==> src/hw/rtl/assert_macros.svh <==
// Assertion helpers shared by the block. Both sample on i_clk.
`ifndef ASSERT_MACROS_SVH
`define ASSERT_MACROS_SVH

// Checked only while the block is out of reset.
`define CFER_ASSERT(lbl, prop) \
    lbl: assert property (@(posedge i_clk) disable iff (!i_rst_n) prop) \
        else $error("cfer assertion failed");

// Checked on every edge, reset included.
`define CFER_ASSERT_RST(lbl, prop) \
    lbl: assert property (@(posedge i_clk) prop) \
        else $error("cfer reset assertion failed");

`endif

==> src/hw/rtl/cfer_pkg.sv <==
package cfer_pkg;

    localparam int MAG_W     = 32;
    localparam int SQ_W      = 64;
    localparam int NUM_W     = 128;
    localparam int MUL_B_W   = 64;
    localparam int PROD_W    = 192;
    localparam int TERM_W    = 132;
    localparam int OUT_W     = 63;
    localparam int SCALE_W   = 32;
    localparam int E_SHIFT   = 20;
    localparam int M_SHIFT   = 60;
    localparam int O_SHIFT   = 16;
    localparam int NUM_COMP  = 3;
    localparam int NUM_SUM   = 6;
    localparam int K_W       = 3;
    localparam int Q_DEPTH   = 2;
    localparam int Q_PTR_W   = 1;
    localparam int Q_CNT_W   = 2;

    localparam logic [SCALE_W-1:0] SCALE_RESET = 32'd65536;

    typedef struct packed {
        logic [NUM_COMP-1:0][MAG_W-1:0] e_mag;
        logic [NUM_COMP-1:0][MAG_W-1:0] b_mag;
        logic [NUM_COMP-1:0][MAG_W-1:0] h_mag;
        logic [MAG_W-1:0]               jac;
        logic                           ok;
        logic                           last;
    } t_cell;

    typedef struct packed {
        logic pop;
        logic load;
    } t_back_stat;

endpackage

==> src/hw/rtl/cfer_if.sv <==
interface cfer_in_if;
    logic        valid;
    logic        ready;
    logic [31:0] e_xi;
    logic [31:0] e_eta;
    logic [31:0] e_mu;
    logic [31:0] b_xi;
    logic [31:0] b_eta;
    logic [31:0] b_mu;
    logic [31:0] scale_one;
    logic [31:0] scale_two;
    logic [31:0] scale_three;
    logic [31:0] jacobian;
    logic        last_cell;

    modport source (output valid, e_xi, e_eta, e_mu, b_xi, b_eta, b_mu, scale_one,
                    scale_two, scale_three, jacobian, last_cell, input ready);
    modport sink (input valid, e_xi, e_eta, e_mu, b_xi, b_eta, b_mu, scale_one,
                  scale_two, scale_three, jacobian, last_cell, output ready);
endinterface


==> src/hw/rtl/cfer_front.sv <==
module cfer_front #(
    parameter int SAMPLE_WIDTH = 32
) (
    cfer_in_if.sink          i_in,
    input  logic             i_full,
    output logic             o_push,
    output cfer_pkg::t_cell  o_cell
);

    // Returns {negative, magnitude} of the low SAMPLE_WIDTH bits.
    function automatic logic [cfer_pkg::MAG_W:0] mag(input logic [31:0] raw);
        logic [SAMPLE_WIDTH-1:0] v;
        logic [SAMPLE_WIDTH-1:0] m;
        v = raw[SAMPLE_WIDTH-1:0];
        m = v[SAMPLE_WIDTH-1] ? (~v + 1'b1) : v;
        return {v[SAMPLE_WIDTH-1], cfer_pkg::MAG_W'(m)};
    endfunction

    logic [cfer_pkg::MAG_W:0] h0, h1, h2, jc;
    logic [cfer_pkg::MAG_W:0] ex, ee, em, bx, be, bm;

    assign h0 = mag(i_in.scale_one);
    assign h1 = mag(i_in.scale_two);
    assign h2 = mag(i_in.scale_three);
    assign jc = mag(i_in.jacobian);
    assign ex = mag(i_in.e_xi);
    assign ee = mag(i_in.e_eta);
    assign em = mag(i_in.e_mu);
    assign bx = mag(i_in.b_xi);
    assign be = mag(i_in.b_eta);
    assign bm = mag(i_in.b_mu);

    assign i_in.ready = !i_full;
    assign o_push     = i_in.valid && !i_full;

    always_comb begin
        o_cell.e_mag[0] = ex[cfer_pkg::MAG_W-1:0];
        o_cell.e_mag[1] = ee[cfer_pkg::MAG_W-1:0];
        o_cell.e_mag[2] = em[cfer_pkg::MAG_W-1:0];
        o_cell.b_mag[0] = bx[cfer_pkg::MAG_W-1:0];
        o_cell.b_mag[1] = be[cfer_pkg::MAG_W-1:0];
        o_cell.b_mag[2] = bm[cfer_pkg::MAG_W-1:0];
        o_cell.h_mag[0] = h0[cfer_pkg::MAG_W-1:0];
        o_cell.h_mag[1] = h1[cfer_pkg::MAG_W-1:0];
        o_cell.h_mag[2] = h2[cfer_pkg::MAG_W-1:0];
        o_cell.jac      = jc[cfer_pkg::MAG_W-1:0];
        // A cell counts only if every scale factor and the Jacobian are positive.
        o_cell.ok = !h0[cfer_pkg::MAG_W] && (h0[cfer_pkg::MAG_W-1:0] != '0) &&
                    !h1[cfer_pkg::MAG_W] && (h1[cfer_pkg::MAG_W-1:0] != '0) &&
                    !h2[cfer_pkg::MAG_W] && (h2[cfer_pkg::MAG_W-1:0] != '0) &&
                    !jc[cfer_pkg::MAG_W] && (jc[cfer_pkg::MAG_W-1:0] != '0);
        o_cell.last = i_in.last_cell;
    end

endmodule

==> src/flat_wrapper.sv <==
// flat-port wrapper written by rule: the top's interface ports become plain ports
module cfer_front_flat 
#(
    parameter int SAMPLE_WIDTH = 32
)
  (i_full, o_push, o_cell, i_in_valid, i_in_e_xi, i_in_e_eta, i_in_e_mu, i_in_b_xi, i_in_b_eta, i_in_b_mu, i_in_scale_one, i_in_scale_two, i_in_scale_three, i_in_jacobian, i_in_last_cell, i_in_ready);
  cfer_in_if i_in_i ();
  input  logic i_full;
  output logic o_push;
  output cfer_pkg::t_cell o_cell;
  input wire logic [$bits(i_in_i.valid)-1:0] i_in_valid;
  input wire logic [$bits(i_in_i.e_xi)-1:0] i_in_e_xi;
  input wire logic [$bits(i_in_i.e_eta)-1:0] i_in_e_eta;
  input wire logic [$bits(i_in_i.e_mu)-1:0] i_in_e_mu;
  input wire logic [$bits(i_in_i.b_xi)-1:0] i_in_b_xi;
  input wire logic [$bits(i_in_i.b_eta)-1:0] i_in_b_eta;
  input wire logic [$bits(i_in_i.b_mu)-1:0] i_in_b_mu;
  input wire logic [$bits(i_in_i.scale_one)-1:0] i_in_scale_one;
  input wire logic [$bits(i_in_i.scale_two)-1:0] i_in_scale_two;
  input wire logic [$bits(i_in_i.scale_three)-1:0] i_in_scale_three;
  input wire logic [$bits(i_in_i.jacobian)-1:0] i_in_jacobian;
  input wire logic [$bits(i_in_i.last_cell)-1:0] i_in_last_cell;
  output wire logic [$bits(i_in_i.ready)-1:0] i_in_ready;
  assign i_in_i.valid = i_in_valid;
  assign i_in_i.e_xi = i_in_e_xi;
  assign i_in_i.e_eta = i_in_e_eta;
  assign i_in_i.e_mu = i_in_e_mu;
  assign i_in_i.b_xi = i_in_b_xi;
  assign i_in_i.b_eta = i_in_b_eta;
  assign i_in_i.b_mu = i_in_b_mu;
  assign i_in_i.scale_one = i_in_scale_one;
  assign i_in_i.scale_two = i_in_scale_two;
  assign i_in_i.scale_three = i_in_scale_three;
  assign i_in_i.jacobian = i_in_jacobian;
  assign i_in_i.last_cell = i_in_last_cell;
  assign i_in_ready = i_in_i.ready;
  cfer_front #(.SAMPLE_WIDTH(SAMPLE_WIDTH)) u_core (.i_in(i_in_i), .i_full(i_full), .o_push(o_push), .o_cell(o_cell));
endmodule
==> config.mk <==
export PLATFORM = sky130hd
export DESIGN_NAME = cfer_front_flat
export DESIGN_NICKNAME = d
export VERILOG_FILES = /design/src/hw/rtl/assert_macros.svh /design/src/hw/rtl/cfer_pkg.sv /design/src/hw/rtl/cfer_if.sv /design/src/hw/rtl/cfer_front.sv /design/src/flat_wrapper.sv
export SDC_FILE = /design/constraint.sdc
export NUM_CORES = 1
export LEC_CHECK = 0
export BUFFER_PORTS_ARGS = -buffer_cell sky130_fd_sc_hd__buf_2
export CORE_AREA = 2 2 255 257
export DETAILED_ROUTE_END_ITERATION = 10
export DIE_AREA = 0 0 257 259
export GPL_ROUTABILITY_DRIVEN = 0
export PLACE_DENSITY = 0.38
export SYNTH_ARGS = -nofsm -noshare
export SYNTH_HDL_FRONTEND = slang
export SYNTH_SLANG_ARGS = --single-unit
==> constraint.sdc <==
create_clock -name vclk -period 4.2
set_input_delay 0.21 -clock vclk [all_inputs]
set_output_delay 0.21 -clock vclk [all_outputs]
set_load 0.1 [all_outputs]
==> metrics.md <==
| Metric | Value |
|---|---|
| Status | `finished clean` |
| Synthesis Warnings | `0` |
| WL/cell | `17.21 um` |
| Starting Density | `11.91%` |
| DR pass1 iterations | `5` |
| Port Buffers | `645` |
| Initial antenna violation count | `9` |
| Data arrival, critical path | `3.80 ns` |
| Wirelength, routed | `44.52 mm` |
| Syn_nets | `1,463` |
| Minimum clock period | `4.011 ns` |
| Core Area | `63,880 sq um` |
| Chip Height | `259 um` |
| Vias | `11,130` |
| DR vias/cell | `4.302` |
| Part of the cycle the worst path needs | `95.49%` |
| Layout cell share with drive strength beyond 1 | `41.53%` |
| Worst Slack Setup Final | `0.1894 ns` |
| Reg area | `0 sq um` |
| Fin. Hold Viols | `0` |
| Commonest non-fill, non-tap cell in the layout | `buf_2` |
| HPWL after detailed placement | `40.07 mm` |
| Post-Place Worst Slack | `-0.1647 ns` |
| Crit path required time | `3.99 ns` |
| FP Rows | `93` |
| GRT Total Usage | `12.17%` |
| Crit start category | `input pin` |
| Type of the worst min-delay path | `input pin to output pin` |
| First-pass GRT wire length | `64.89 mm` |
| Slew margin rel. | `49.96%` |
| Synth area leaders | `xnor2_1 (32%), o31ai_1 (7.8%), o21ai_0 (6.0%)` |
| Synthesized area | `7611 sq um` |
| Peak VDD IR | `0.1806 mV` |
| Die width | `257 um` |
| Library cells used by synthesis | `63` |
| Post-CTS setup buffers | `0` |
| Grt total ovfl | `0` |
| CP Class | `input pin to output pin` |
| Highest clock rate | `249.3 MHz` |
| Post-synth top area cell | `xnor2_1` |
| Pleak | `4.693 nW` |
| RSZ-0062 raised after global routing | `no` |
| Clock buffer count | `0` |
| CP max FO | `6` |
| I/O pins | `647` |
| Final Core Density | `18.65%` |
| Final setup vio count | `0` |
| Drc violations | `0` |
| Count of hold-fix buffers inserted at cts | `0` |
| ANT nets after route | `0` |
| Hold_ws | `0.4202 ns` |
| Vias in the first global route | `10,690` |
| Worst-Margin Slew | `0.7506 ns` |
| Die ar. | `66,560 sq um` |
| Sequential share of the synthesized area | `0%` |
| Mean post-synth cell area | `6.747 sq um` |
| Pin count of the biggest net entering global routing | `42` |
| PD cells | `299.3 nW/um^2` |
| Cells after Synth | `1,128` |
| Most frequent cells in the layout | `buf_2 (645), xnor2_1 (277), nand2_1 (118)` |
| Area delta synth->final | `56.57%` |
| Initial drt markers | `703` |
| Top-area cell type share of the netlist area | `31.88%` |
| Fin nets | `2,066` |
| Max-slew violation count | `0` |
| Worst setup EP type | `output pin` |
| Max cap viols | `0` |
| Sequential cells | `0` |
## layer usage
layer / part of all wire (%) / up-vias / global-route usage, %
met4: 1.4 / 8 / 1.324
met5: 0.099 / - / 0
met3: 6.2 / 36 / 1.836
met1: 43 / 5247 / 15.64
met2: 49 / 410 / 21.98
li1: - / 5428 / -
## worst paths after layout
| kind | startpoint | endpoint | slack [ns] | cells after the start |
|---|---|---|---|---|
| max | i_in_scale_one[1] | o_cell[1] | 0.19 | 13 |
| min | i_in_last_cell | o_cell[0] | 0.42 | 0 |
## synthesized netlist by cell type, drive strengths merged (5+ instances only)
cell	number
a21oi	9
a31oi	6
a32oi	5
buf	22
clkbuf	47
ha	12
inv	33
nand2	118
nand2b	35
nand3	13
nand3b	6
nand4	8
nor2	36
nor2b	6
nor3	30
nor4	47
nor4b	7
o21ai	92
o31ai	79
o41ai	53
or2	17
or3	40
or4	58
xnor2	277
xor2	13
## where the power goes
part,internal [W],switching [W],total [W]
registers,0,0,0
logic,0.000592,0.00298,0.00357
clock network,0.0000000000956,0,0.0000000000956
## cell type report
cell class                      instances  area (sq um)
Inverter                               33         123.9
Fill cell                            7388         51970
Tap cell                              855          1070
Antenna cell                            3         7.507
Multi-Input combinational cell       1026          7300
Timing Repair Buffer                  670          3416
## per-stage QoR
step | cell area, sq um | cells | setup TNS, ns | total power [W]
floorplan | 7704 | 1128 | -0.9151 | 0.002838
global placement | 11890 | 2584 | -0.1351 | 0.003576
detailed placement | 11890 | 2584 | -0.1647 | 0.003575
CTS | 11890 | 2584 | 0 | 0.003582
global route | 11910 | 2585 | 0 | 0.003688
finish | 11920 | 2587 | 0 | 0.003567
## critical path, cell delays in order
cell	delay, ns
buf_2	0.11
inv_1	0.09
ha_1	0.20
or4b_1	0.49
or4_4	0.47
or4_4	0.58
o21ai_0	0.23
xnor2_1	0.23
nor4b_4	0.11
buf_4	0.15
a32o_1	0.25
nor3_2	0.20
buf_2	0.47
## logic make-up (layout without fill, tap and decap cells)
logic type	count (synthesis)	count (layout)	share of synthesized area (%)
adder cells (fa/ha/maj)	12	12	1.973
AND/OR/NAND/NOR	445	445	33.24
other	0	3	0
AO/OA/AOI/OAI	272	272	24.84
buffers and inverters	102	703	5.606
XOR/XNOR	290	290	33.37
multiplexers	7	7	0.9699
## repair_timing
item | CTS | global route
resized for setup | 1 | 2
pin swaps | 0 | 0
endpoints found under the setup margin | 1 | 1
hold endpoints to repair | 0 | 0
(Power assumes the default switching activity.)
