### src/hw/rtl/assert_macros.svh
// Assertion helpers shared by the block. Both sample on i_clk.
`ifndef ASSERT_MACROS_SVH
`define ASSERT_MACROS_SVH

// Checked only while the block is out of reset.
`define CFER_ASSERT(lbl, prop) \
    lbl: assert property (@(posedge i_clk) disable iff (!i_rst_n) prop) \
        else $error("cfer assertion failed");

// Checked on every edge, reset included.
`define CFER_ASSERT_RST(lbl, prop) \
    lbl: assert property (@(posedge i_clk) prop) \
        else $error("cfer reset assertion failed");

`endif

### src/hw/rtl/cfer_pkg.sv
package cfer_pkg;

    localparam int MAG_W     = 32;
    localparam int SQ_W      = 64;
    localparam int NUM_W     = 128;
    localparam int MUL_B_W   = 64;
    localparam int PROD_W    = 192;
    localparam int TERM_W    = 132;
    localparam int OUT_W     = 63;
    localparam int SCALE_W   = 32;
    localparam int E_SHIFT   = 20;
    localparam int M_SHIFT   = 60;
    localparam int O_SHIFT   = 16;
    localparam int NUM_COMP  = 3;
    localparam int NUM_SUM   = 6;
    localparam int K_W       = 3;
    localparam int Q_DEPTH   = 2;
    localparam int Q_PTR_W   = 1;
    localparam int Q_CNT_W   = 2;

    localparam logic [SCALE_W-1:0] SCALE_RESET = 32'd65536;

    typedef struct packed {
        logic [NUM_COMP-1:0][MAG_W-1:0] e_mag;
        logic [NUM_COMP-1:0][MAG_W-1:0] b_mag;
        logic [NUM_COMP-1:0][MAG_W-1:0] h_mag;
        logic [MAG_W-1:0]               jac;
        logic                           ok;
        logic                           last;
    } t_cell;

    typedef struct packed {
        logic pop;
        logic load;
    } t_back_stat;

endpackage

### src/hw/rtl/cfer_queue.sv
module cfer_queue (
    input  logic                          i_clk,
    input  logic                          i_rst_n,
    input  logic                          i_push,
    input  cfer_pkg::t_cell               i_cell,
    input  logic                          i_pop,
    output cfer_pkg::t_cell               o_cell,
    output logic [cfer_pkg::Q_CNT_W-1:0]  o_count
);

    localparam int Q_CNT_W = cfer_pkg::Q_CNT_W;

    cfer_pkg::t_cell                r_mem [cfer_pkg::Q_DEPTH];
    logic [cfer_pkg::Q_PTR_W-1:0]   r_wptr, r_rptr;
    logic [cfer_pkg::Q_CNT_W-1:0]   r_count;

    assign o_cell  = r_mem[r_rptr];
    assign o_count = r_count;

    always_ff @(posedge i_clk) begin
        if (i_push) begin
            r_mem[r_wptr] <= i_cell;
        end
    end

    always_ff @(posedge i_clk) begin
        if (!i_rst_n) begin
            r_wptr  <= '0;
            r_rptr  <= '0;
            r_count <= '0;
        end else begin
            if (i_push) begin
                r_wptr <= r_wptr + 1'b1;
            end
            if (i_pop) begin
                r_rptr <= r_rptr + 1'b1;
            end
            r_count <= r_count + Q_CNT_W'(i_push) - Q_CNT_W'(i_pop);
        end
    end

endmodule

### config.mk
export PLATFORM = sky130hd
export DESIGN_NAME = cfer_queue
export DESIGN_NICKNAME = d
export VERILOG_FILES = /design/src/hw/rtl/assert_macros.svh /design/src/hw/rtl/cfer_pkg.sv /design/src/hw/rtl/cfer_queue.sv
export SDC_FILE = /design/constraint.sdc
export NUM_CORES = 1
export LEC_CHECK = 0
export ABC_AREA = 1
export BUFFER_PORTS_ARGS = -buffer_cell sky130_fd_sc_hd__buf_2
export CORE_MARGIN = 2
export CORE_UTILIZATION = 30
export CTS_BUF_LIST = sky130_fd_sc_hd__clkbuf_16
export CTS_CLUSTER_SIZE = 30
export DETAILED_ROUTE_END_ITERATION = 7
export MAX_ROUTING_LAYER = met4
export PLACE_DENSITY = 0.52
export SYNTH_ARGS = -nofsm -noshare
export SYNTH_HDL_FRONTEND = slang
export SYNTH_SLANG_ARGS = --single-unit
### constraint.sdc
create_clock -name i_clk -period 23.1 [get_ports i_clk]
set_input_delay 2.31 -clock i_clk [delete_from_list [all_inputs] [get_ports i_clk]]
set_output_delay 2.31 -clock i_clk [all_outputs]
set_load 0.005 [all_outputs]
==> results.md, run 1 <==
* Sequential fraction of the synthesis area at 82.00%
* Routed length per instance at 20.14 microns
* Fraction of synthesis flops using an asynchronous set or reset pin at 0%
* Die Outline Area at 0.08128 sq mm
* DP Cell Count at 2706
* Setup repair after global routing missed its margin: no
* Cell leakage power at 11.34 nW
* Fraction of post-synthesis cell area in the top cell type by area at 81.57%
* Number of unique standard cell types used by synthesis at 13
* Yosys top cell by area: edfxtp_1
* Global placer's final weighted congestion at 0.8258
* Number of placement rows at 103
* Synth Warn # at 0
* Endpoint type of the worst setup path: output port
* Kind of cell with the highest combined delay on the critical path: buffers and inverters
* Proportion of layout cells with a drive suffix above 1 at 60.30%
* Crit path max fanout at 71
* Number of DRC markers after the initial detailed-route iteration at 727
* Synthesized netlist net count at 1361
* Ratio of routed vias to standard cells at 4.270
* Via count at 12169
* Measured slew at the worst slew-check pin at 1140 ps
* Average cell area after synthesis at 22.95 sq um
* Clk sinks at 649
* Kind of launch point of the worst setup path: flip-flop
* DRC Markers at 0
* Number of endpoints with negative hold slack in the final report at 0
* Data arrival, critical path at 3860 ps
* Area of the mapped netlist at 0.02371 sq mm
* TritonCTS clock tree: done
* Max Fclk at 162.1 MHz
* Overall Global Routing Usage at 13.85%
* Num CTS Buffers at 73
* Post-DP HPWL at 39590 microns
* Cell count after synthesis at 1033
* Initial Util at 30.16%
* Data required time at the worst endpoint at 20790 ps
* Quantity of gates resized following cts at 0
* Width of the chip at 285.1 microns
* Latest clock arrival within the worst-skew pair at 600 ps
* Number of search-and-repair iterations in the first detailed-routing pass at 6
* Largest stage delay, worst path at 910 ps
* Most used flip-flop cell after synthesis: edfxtp_1
* Worst VDD drop at 50.86 uV
* # port buffers at 649
* Antenna-violating nets left at 0
* Clock Tree Root: clkbuf_16
* Final net count at 2059
* Classification of the worst-slack hold path: reg2reg
* Max-Cap Viols at 0
* Largest net degree at the start of global routing at 159
* Io pins at 650
* Overall routed net length at 57390 microns
* Post-CTS Setup Inserts at 0
* Worst clock skew at 27.82 ps
* Core ar. at 0.07861 sq mm
* Worst rel slew slack at 24.03%
* Cell mode on critical path: buf_4
* Area delta synth->final at 28.20%
* Library cell with the highest instance count after synthesis: edfxtp_1
* Crit-path slowest cell: buf_4
* Residual overflow from global routing at 0
* Power per cell area at 89.76 mW/mm^2
* Max Slew Vio Count at 0
* Total of hold buffers inserted after clock tree synthesis at 0
* Initial antenna violation count at 14
* Register bit total from synthesis at 649
* Number of H-tree levels at 3
* Area contributors post-synth: edfxtp_1 (82%), mux2_2 (13%), mux2_4 (2.5%)
* Sum Neg Setup Slack at 0 ps
* CP cell instances: buf_4 -> buf_4 -> mux2_2 -> buf_2
* Final worst path period share at 26.71%
* Kind of critical path: reg2out
* Post-synth EDFFs at 644
* Via count of the first global-routing pass at 13043
* Worst path bufs/invs at 3
* Most common library cells after synthesis: edfxtp_1 (644), mux2_2 (274), mux2_4 (40)
* Result of the run: finished clean
* Clock transition at the register clock pins on the worst setup and hold paths after CTS at 50 ps
* Shortest clock period the worst path allows after layout at 6169 ps
* Wire length of the first global-routing pass at 82080 microns
* DIE HEIGHT at 285.1 microns
* Clock Tree Buf Depth at 3
* Final-report setup violation count at 0
* Overall power of the completed layout at 0.002728 W
* Final cell count without fillers at 2850
## logic make-up after synthesis
family | synth area share [%]
adder cells (fa/ha/maj) | 0.1055
AO/OA/AOI/OAI | 0.02109
flip-flops | 82.00
AND/OR/NAND/NOR | 0.2586
multiplexers | 15.93
buffers and inverters | 1.689
## worst reg2reg max path, delay by kind of cell, from the launching register on
kind          cells  cell delay (ps)
buf+inv           3             2500
flops             1              340
simple gates      1              140
## path summary, 6_finish.rpt
check / start / to / slack, ps / cells after the start
max: flip-flop / o_cell[290] / 16930 / 4
min: r_rptr / flip-flop / 510 / 2
max reg2reg: r_wptr / r_mem[0][298] / 19690 / 4
min reg2reg: r_rptr / flip-flop / 510 / 2
## power by group
group          internal (W)  total (W)  switching, W
clock              0.000655    0.00112      0.000467
sequential          0.00137    0.00138     0.0000158
combinational      0.000108   0.000223      0.000115
## routing by layer
layer / wire (microns) / global-route usage [%] / vias to the layer above
li1: - / - / 5552
met1: 21550 / 14.79 / 6123
met2: 30300 / 23.87 / 400
met3: 3803 / 3.856 / 94
met4: 1733 / 6.270 / 0
met5: 0 / - / -
## cells in the final DEF, fill, tap and decap left out
cell        netlist  layout
edfxtp_1        644     644
inv_8             0       1
nand2_1           8       8
mux2_1            8       8
inv_6             0       3
mux2_2          274     274
buf_4             0       8
a21oi_1           1       1
buf_2             5     649
clkinv_1          0      15
clkinv_2          0      11
clkinv_16         0       2
ha_1              2       2
bufinv_16         0       6
diode_2           0      14
nor2_4            0       1
nand3_1           1       1
inv_16            0       2
dfxtp_4           0       1
nor2_1            7       6
clkinvlp_4        0       3
mux2_4           40      40
clkbuf_16         0      74
buf_12            0       2
dfxtp_1           5       4
inv_1             7      20
## through the flow
step	utilization [%]	cell area (sq um)	setup WS (ps)	hold WS [ps]
2_1_floorplan	-	23710	6282	463.5
3_3_place_gp	35.63	28010	17550	487.7
3_5_place_dp	35.63	28010	17540	503.2
4_1_cts	38.62	30360	16860	516.6
5_1_grt	38.66	30390	16690	532.0
6_report	38.66	30390	16930	511.7
## sequential cells by signal, summed over array words and instances (netlist names), named ones only
signal	count
r_mem	644
o_count	2
r_rptr	1
r_wptr	1
## layout make-up
class / instances / area (sq um)
antenna: 14 / 35.03
clock buffer: 74 / 1852
clock inverter: 56 / 493.0
fill: 7336 / 48220
inverter: 7 / 33.78
multi-input combinational: 341 / 3875
sequential: 649 / 19440
tap: 1050 / 1314
timing repair buffer: 659 / 3348
Power figures use the tool's default switching activity.
==> inputs of run 2 (changes only) <==
Clock period 23.1 ns to 6.3 ns, I/O delays scaled along.
==> run 2 against run 1 <==
- combinational power rose to 3.7 times the previous value
- cell count about the same
- hold slack worse by 300 ps
- non-clock buffer count down 4
- clock power rose to 3.6 times the previous value
- sequential share of layout area about the same
- critical endpoint is now o_cell[298]
==> results.md, run 2 (synthesis gave the netlist of run 1 again) <==
* Result of the run: finished clean
* Shortest clock period the worst path allows after layout at 3531 ps
* Number of DRC markers after the initial detailed-route iteration at 641 (-12%)
* Sum Neg Setup Slack at 0 ps (unchanged)
* Core ar. at 0.07861 sq mm (unchanged)
* Placed Area at 0.02803 sq mm (about the same)
* Final cell count without fillers at 2851 (+0.035%)
* Max Slew Vio Count at 0 (unchanged)
* Via count of the first global-routing pass at 13282 (+1.8%)
* Met2 track demand over resource in global routing at 24.12% (+0.25 points)
* Io pins at 650 (unchanged)
* Data required time at the worst endpoint at 5670 ps (-15120 ps)
* Antenna-violating nets left at 0 (unchanged)
* Final instance area at 0.03038 sq mm (about the same)
* Data arrival, critical path at 2900 ps (-960 ps)
* # port buffers at 649 (unchanged)
* Number of flip-flops in the largest register at 644 (unchanged)
* Number of search-and-repair iterations in the first detailed-routing pass at 4 (-2)
* Number of placement rows at 103 (unchanged)
* Power per cell area at 327.3 mW/mm^2 (+260%)
* Total of hold buffers inserted after clock tree synthesis at 0 (unchanged)
* Max-Cap Viols at 0 (unchanged)
* Ratio of routed vias to standard cells at 4.301 (+0.72%)
* Wire length of the first global-routing pass at 82940 microns (+1.1%)
* DRC Markers at 0 (unchanged)
* Width of the chip at 285.1 microns (unchanged)
* Clock transition at the register clock pins on the worst setup and hold paths after CTS at 60 ps (about the same)
* Commonest non-fill, non-tap cell in the layout: buf_2
* Top library cells by usage in the layout, fill and taps aside: buf_2 (649), edfxtp_1 (644), mux2_2 (274)
* Initial antenna violation count at 18 (+4)
* Kind of launch point of the worst setup path: flip-flop
* TritonCTS clock tree: done
* Proportion of layout cells with a drive suffix above 1 at 60.24% (-0.067 points)
* Post-DP HPWL at 38840 microns (-1.9%)
* Worst VDD drop at 224.3 uV (+340%)
* Num CTS Buffers at 74 (+1.4%)
* Max Fclk at 283.2 MHz
* Clock Tree Buf Depth at 3 (unchanged)
* Number of H-tree levels at 3 (unchanged)
* Die Outline Area at 0.08128 sq mm (unchanged)
* Classification of the worst-slack hold path: in2reg
* Overall Global Routing Usage at 14.03% (+0.18 points)
* Met1 usage at 14.98% (+0.20 points)
* Worst slack on hold paths at 209.6 ps (-302.1 ps)
* Area delta synth->final at 28.16% (about the same)
* Largest net degree at the start of global routing at 169 (+6.3%)
* Measured slew at the worst slew-check pin at 1262 ps (+122.5 ps)
* Top reg by flops: r_mem
* Global placer's final weighted congestion at 0.8908 (+7.9%)
* Crit path max fanout at 138 (+94%)
* Latest clock arrival within the worst-skew pair at 600 ps (about the same)
* Clk sinks at 649 (unchanged)
* Cell leakage power at 11.34 nW (about the same)
* Clock Tree Root: clkbuf_16
* Endpoint type of the worst setup path: output port
* Utilization of the core after routing at 38.65% (about the same)
* Setup repair after global routing missed its margin: no
* Initial Util at 30.16% (unchanged)
* Routed length per instance at 20.21 microns (+0.34%)
* DIE HEIGHT at 285.1 microns (unchanged)
* Overall routed net length at 57610 microns (+0.37%)
* Final-report setup violation count at 0 (unchanged)
* Final worst path period share at 56.05%
* Quantity of gates resized following cts at 0 (unchanged)
* Post-CTS Setup Inserts at 0 (unchanged)
* Number of endpoints with negative hold slack in the final report at 0 (unchanged)
* Residual overflow from global routing at 0 (unchanged)
* Most Used Layer, Global Route: met2
* Worst rel slew slack at 15.87% (-8.2 points)
* Via count at 12261 (+0.76%)
* Final net count at 2056 (-0.15%)
* Kind of critical path: reg2out
* Worst clock skew at 23.21 ps (-4.608 ps)
* DP Cell Count at 2702 (-0.15%)
* GRT met3 Usage at 3.464% (-0.39 points)
-- run 2: cell count changes in the layout (fill, tap and decap cells not counted) --
| cell | previous run | this run |
|---|---|---|
| buf_4 | 8 | 0 |
| clkinv_1 | 15 | 7 |
| inv_1 | 20 | 28 |
| buf_12 | 2 | 6 |
| diode_2 | 14 | 18 |
| bufinv_16 | 6 | 4 |
| clkinv_2 | 11 | 9 |
| clkinv_4 | 0 | 2 |
| clkinvlp_4 | 3 | 5 |
| inv_6 | 3 | 5 |
| clkinv_16 | 2 | 1 |
| inv_16 | 2 | 3 |
| inv_8 | 1 | 0 |
-- run 2: power by group --
group	total (W)	switching (W)	internal [W]
Clock	0.00405	0.00172	0.00233
Combinational	0.000820	0.000421	0.000399
Sequential	0.00507	0.0000595	0.00501
Total	0.00995	0.00220	0.00774
-- run 2: worst max-delay path, cell delays in order (launching register included) --
cell,delay [ps]
dfxtp_4,820
buf_12,610
mux2_2,460
buf_2,140
-- run 2: cell type report --
| class | count | area [sq um] |
|---|---|---|
| Antenna cell | 18 | 45.04 |
| Clock buffer | 74 | 1852 |
| Clock inverter | 57 | 455.4 |
| Fill cell | 7427 | 48230 |
| Inverter | 7 | 30.03 |
| Multi-Input combinational cell | 341 | 3875 |
| Sequential cell | 649 | 19440 |
| Tap cell | 1050 | 1314 |
| Timing Repair Buffer | 655 | 3368 |
-- run 2: final timing paths --
path                             startpoint       endpoint  slack, ps  depth (start not counted)
worst max-delay path              flip-flop    o_cell[298]       2770                          3
worst max register to register       r_wptr  r_mem[1][253]       4090                          3
worst min-delay path            i_cell[164]  r_mem[0][164]        210                          1
worst min register to register       r_rptr         r_rptr        500                          2
-- run 2: stage by stage --
step | setup slack (ps) | power (W)
3_5_place_dp | 3424 | 0.005998
5_1_grt | 2656 | 0.01035
3_3_place_gp | 3429 | 0.005979
6_report | 2769 | 0.009945
2_1_floorplan | 360.2 | 0.005590
4_1_cts | 2728 | 0.01012
-- run 2: layer usage --
metal / wire length [microns] / vias to the layer above
li1: - / 5554
met1: 21380 / 6208
met2: 30750 / 395
met3: 3465 / 104
met4: 2014 / 0
met5: 0 / -
==> inputs of run 3 (changes only) <==
Settings changed: ABC_AREA 1 to 0.
Clock period 6.3 ns to 3.7 ns, I/O delays scaled along.
==> run 3 against run 2 <==
- area after synthesis is essentially flat
- design area grew 11%
- clock power is 70% higher
- die area is essentially flat
- register-to-register slack got worse by 2300 ps
- critical path depth up 1
- power is 75% higher
- sequential share of layout area decreased by 6.6 points
- first-iteration DRC count is 1.2% higher
- largest power group unchanged
==> results.md, run 3 <==
* Worst rel slew slack at 40.40% (+25 points)
* Routed length per instance at 18.90 microns (-6.4%)
* Top library cells by usage in the layout, fill and taps aside: buf_2 (649), edfxtp_1 (644), dlygate4sd3_1 (323)
* Clk sinks at 649 (unchanged)
* Result of the run: finished clean
* Post-CTS Setup Inserts at 0 (unchanged)
* Most common library cells after synthesis: edfxtp_1 (644), mux2_2 (274), mux2_4 (40)
* Initial antenna violation count at 4 (-14)
* Number of DRC markers after the initial detailed-route iteration at 649 (+1.2%)
* Setup repair after global routing missed its margin: no
* Final worst path period share at 75.66%
* Post-DP HPWL at 40910 microns (+5.3%)
* Largest net degree at the start of global routing at 122 (-28%)
* Ratio of routed vias to standard cells at 4.255 (-1.1%)
* Clock Tree Buf Depth at 3 (unchanged)
* Crit-path slowest cell: dfxtp_4
* DIE HEIGHT at 285.1 microns (about the same)
* Commonest non-fill, non-tap cell in the layout: buf_2
* R2R Path End: r_mem[1][45]
* Worst flop-to-flop path startpoint: r_wptr
* Wire length of the first global-routing pass at 87640 microns (+5.7%)
* Top reg by flops: r_mem
* Worst clock skew at 24.86 ps (+1.649 ps)
* Number of search-and-repair iterations in the first detailed-routing pass at 7 (+3)
* Cell count after synthesis at 1021 (-1.2%)
* Capture endpoint of the worst hold path: r_rptr
* Placed Area at 0.02833 sq mm (+1.1%)
* DRC Markers at 0 (unchanged)
* Data arrival, critical path at 2430 ps (-470 ps)
* Clock transition at the register clock pins on the worst setup and hold paths after CTS at 60 ps (about the same)
* Number of H-tree levels at 3 (unchanged)
* Post-synth EDFFs at 644 (unchanged)
* Worst slack at placement at 1450 ps (-1973 ps)
* Area delta synth->final at 42.87%
* Cell count of the worst reg-to-reg path at 2 (-1)
* Via count at 13502 (+10%)
* Proportion of layout cells with a drive suffix above 1 at 51.75% (-8.5 points)
* Shortest clock period the worst path allows after layout at 2799 ps
* Average cell area after synthesis at 23.22 sq um (+1.2%)
* Crit path setup slack, layout at 900.7 ps (-1868 ps)
* Yosys top cell by area: edfxtp_1
* Crit path max fanout at 38 (-72%)
* Clock Tree Root: clkbuf_16
* Final-report setup violation count at 0 (unchanged)
* Fraction of post-synthesis cell area in the top cell type by area at 81.58% (about the same)
* Max Slew Vio Count at 0 (unchanged)
* Core ar. at 0.07861 sq mm (unchanged)
* Classification of the worst-slack hold path: in2reg
* Initial Util at 30.15% (about the same)
* Data required time at the worst endpoint at 3330 ps (-2340 ps)
* Number of placement rows at 103 (unchanged)
* Via count of the first global-routing pass at 14852 (+12%)
* Number of endpoints with negative hold slack in the final report at 0 (unchanged)
* Synthesized netlist net count at 1349 (-0.88%)
* Residual overflow from global routing at 0 (unchanged)
* Largest stage delay, worst path at 690 ps (-130 ps)
* Library cell with the highest instance count after synthesis: edfxtp_1
* Width of the chip at 285.1 microns (about the same)
* Max Fclk at 357.2 MHz
* Register bit total from synthesis at 649 (unchanged)
* Final net count at 2392 (+16%)
* Cell leakage power at 12.82 nW (+13%)
* Kind of critical path: reg2out
* Hold Path Stages at 3 (+2)
* # port buffers at 649 (unchanged)
* Cell mode on critical path: buf_12
* Antenna-violating nets left at 0 (unchanged)
* Worst reg2reg setup slack at 1750 ps (-2340 ps)
* Final cell count without fillers at 3173 (+11%)
* Number of unique standard cell types used by synthesis at 14 (+1)
* Fill count at 7079 (-4.7%)
* Final instance area at 0.03387 sq mm (+11%)
* Global placer's final weighted congestion at 0.8543 (-4.1%)
* Worst VDD drop at 439.2 uV (+96%)
* CP cell instances: buf_12 -> buf_12 -> mux2_2 -> buf_2
* Worst slack on hold paths at 130.5 ps (-79.15 ps)
* Fraction of synthesis flops using an asynchronous set or reset pin at 0% (unchanged)
* Most used flip-flop cell after synthesis: edfxtp_1
* Area contributors post-synth: edfxtp_1 (82%), mux2_2 (13%), mux2_4 (2.5%)
* Area of the mapped netlist at 0.02370 sq mm (about the same)
* Measured slew at the worst slew-check pin at 894.0 ps (-368.0 ps)
* Num CTS Buffers at 72 (-2.7%)
* Overall routed net length at 59980 microns (+4.1%)
* HP Start: i_pop
* Power per cell area at 514.2 mW/mm^2 (+57%)
* Synth Warn # at 0 (unchanged)
* Utilization of the core after routing at 43.08% (+4.4 points)
* TritonCTS clock tree: done
* Latest clock arrival within the worst-skew pair at 610 ps (about the same)
* Endpoint type of the worst setup path: output port
* Die Outline Area at 0.08128 sq mm (about the same)
* Number of flip-flops in the largest register at 644 (unchanged)
* DP Cell Count at 2717 (+0.56%)
* Io pins at 650 (unchanged)
* Kind of launch point of the worst setup path: flip-flop
* Sequential fraction of the synthesis area at 82.01% (about the same)
* Max-Cap Viols at 0 (unchanged)
* Overall Global Routing Usage at 14.61% (+0.58 points)
[run 3: through the flow]
stage	total power, W	setup TNS (ps)
2_1_floorplan	0.009612	-971680
6_report	0.01741	0
4_1_cts	0.01766	0
5_1_grt	0.01809	0
3_3_place_gp	0.01036	0
3_5_place_dp	0.01040	0
[run 3: kinds of logic (layout without fill, tap and decap cells)]
kind of cell	Yosys count	count (layout)	synth area share (%)
AOI/OAI and AO/OA	1	1	0.03168
xor gates and xnor gates	2	2	0.1320
adders and majority gates	2	2	0.1056
buffers and inverters	38	1137	1.610
DFF	649	649	82.01
muxes	322	322	15.93
other	0	3	0
and+or+nand+nor	7	7	0.1847
[run 3: how the worst max path moves through the flow]
stage	cells past startpoint	end
floorplan	1	r_mem[0][0]
global placement	4	o_cell[293]
detailed placement	4	o_cell[217]
CTS	4	o_cell[217]
global route	4	o_cell[217]
finish	4	o_cell[271]
[run 3: what timing repair did]
item	in CTS	in global routing
endpoints found under the hold margin	649	0
hold buffers	323	0
resized for setup	0	0
[run 3: routing by layer]
layer | part of all wire, % | GRT usage, % | up-vias | wire length [microns]
li1 | - | - | 6191 | -
met4 | 3.8 | 6.832 | 0 | 2264
met5 | 0 | - | - | 0
met3 | 5.7 | 3.328 | 133 | 3419
met1 | 37 | 15.46 | 6745 | 22430
met2 | 53 | 25.78 | 433 | 31870
[run 3: area by class of cell]
cell class,instances,area (sq um),area share (%)
multi-input cells,334,3894,11.50
clock buffers,74,1852,5.468
clock inverters,56,444.2,1.312
well taps,1050,1314,3.879
inverters,2,7.507,0.02217
repair buffers,1005,6904,20.39
flip-flops and latches,649,19440,57.41
diodes,3,7.507,0.02217
[run 3: critical path, delay by kind of cell, from the launching register on]
| kind | cells | cell delay, ps |
|---|---|---|
| DFF | 1 | 690 |
| buffers and inverters | 3 | 700 |
| muxes | 1 | 370 |
[run 3: power breakdown]
group,switching [W],internal [W]
Combinational,0.000863,0.00104
Clock,0.00289,0.00400
Sequential,0.000104,0.00851
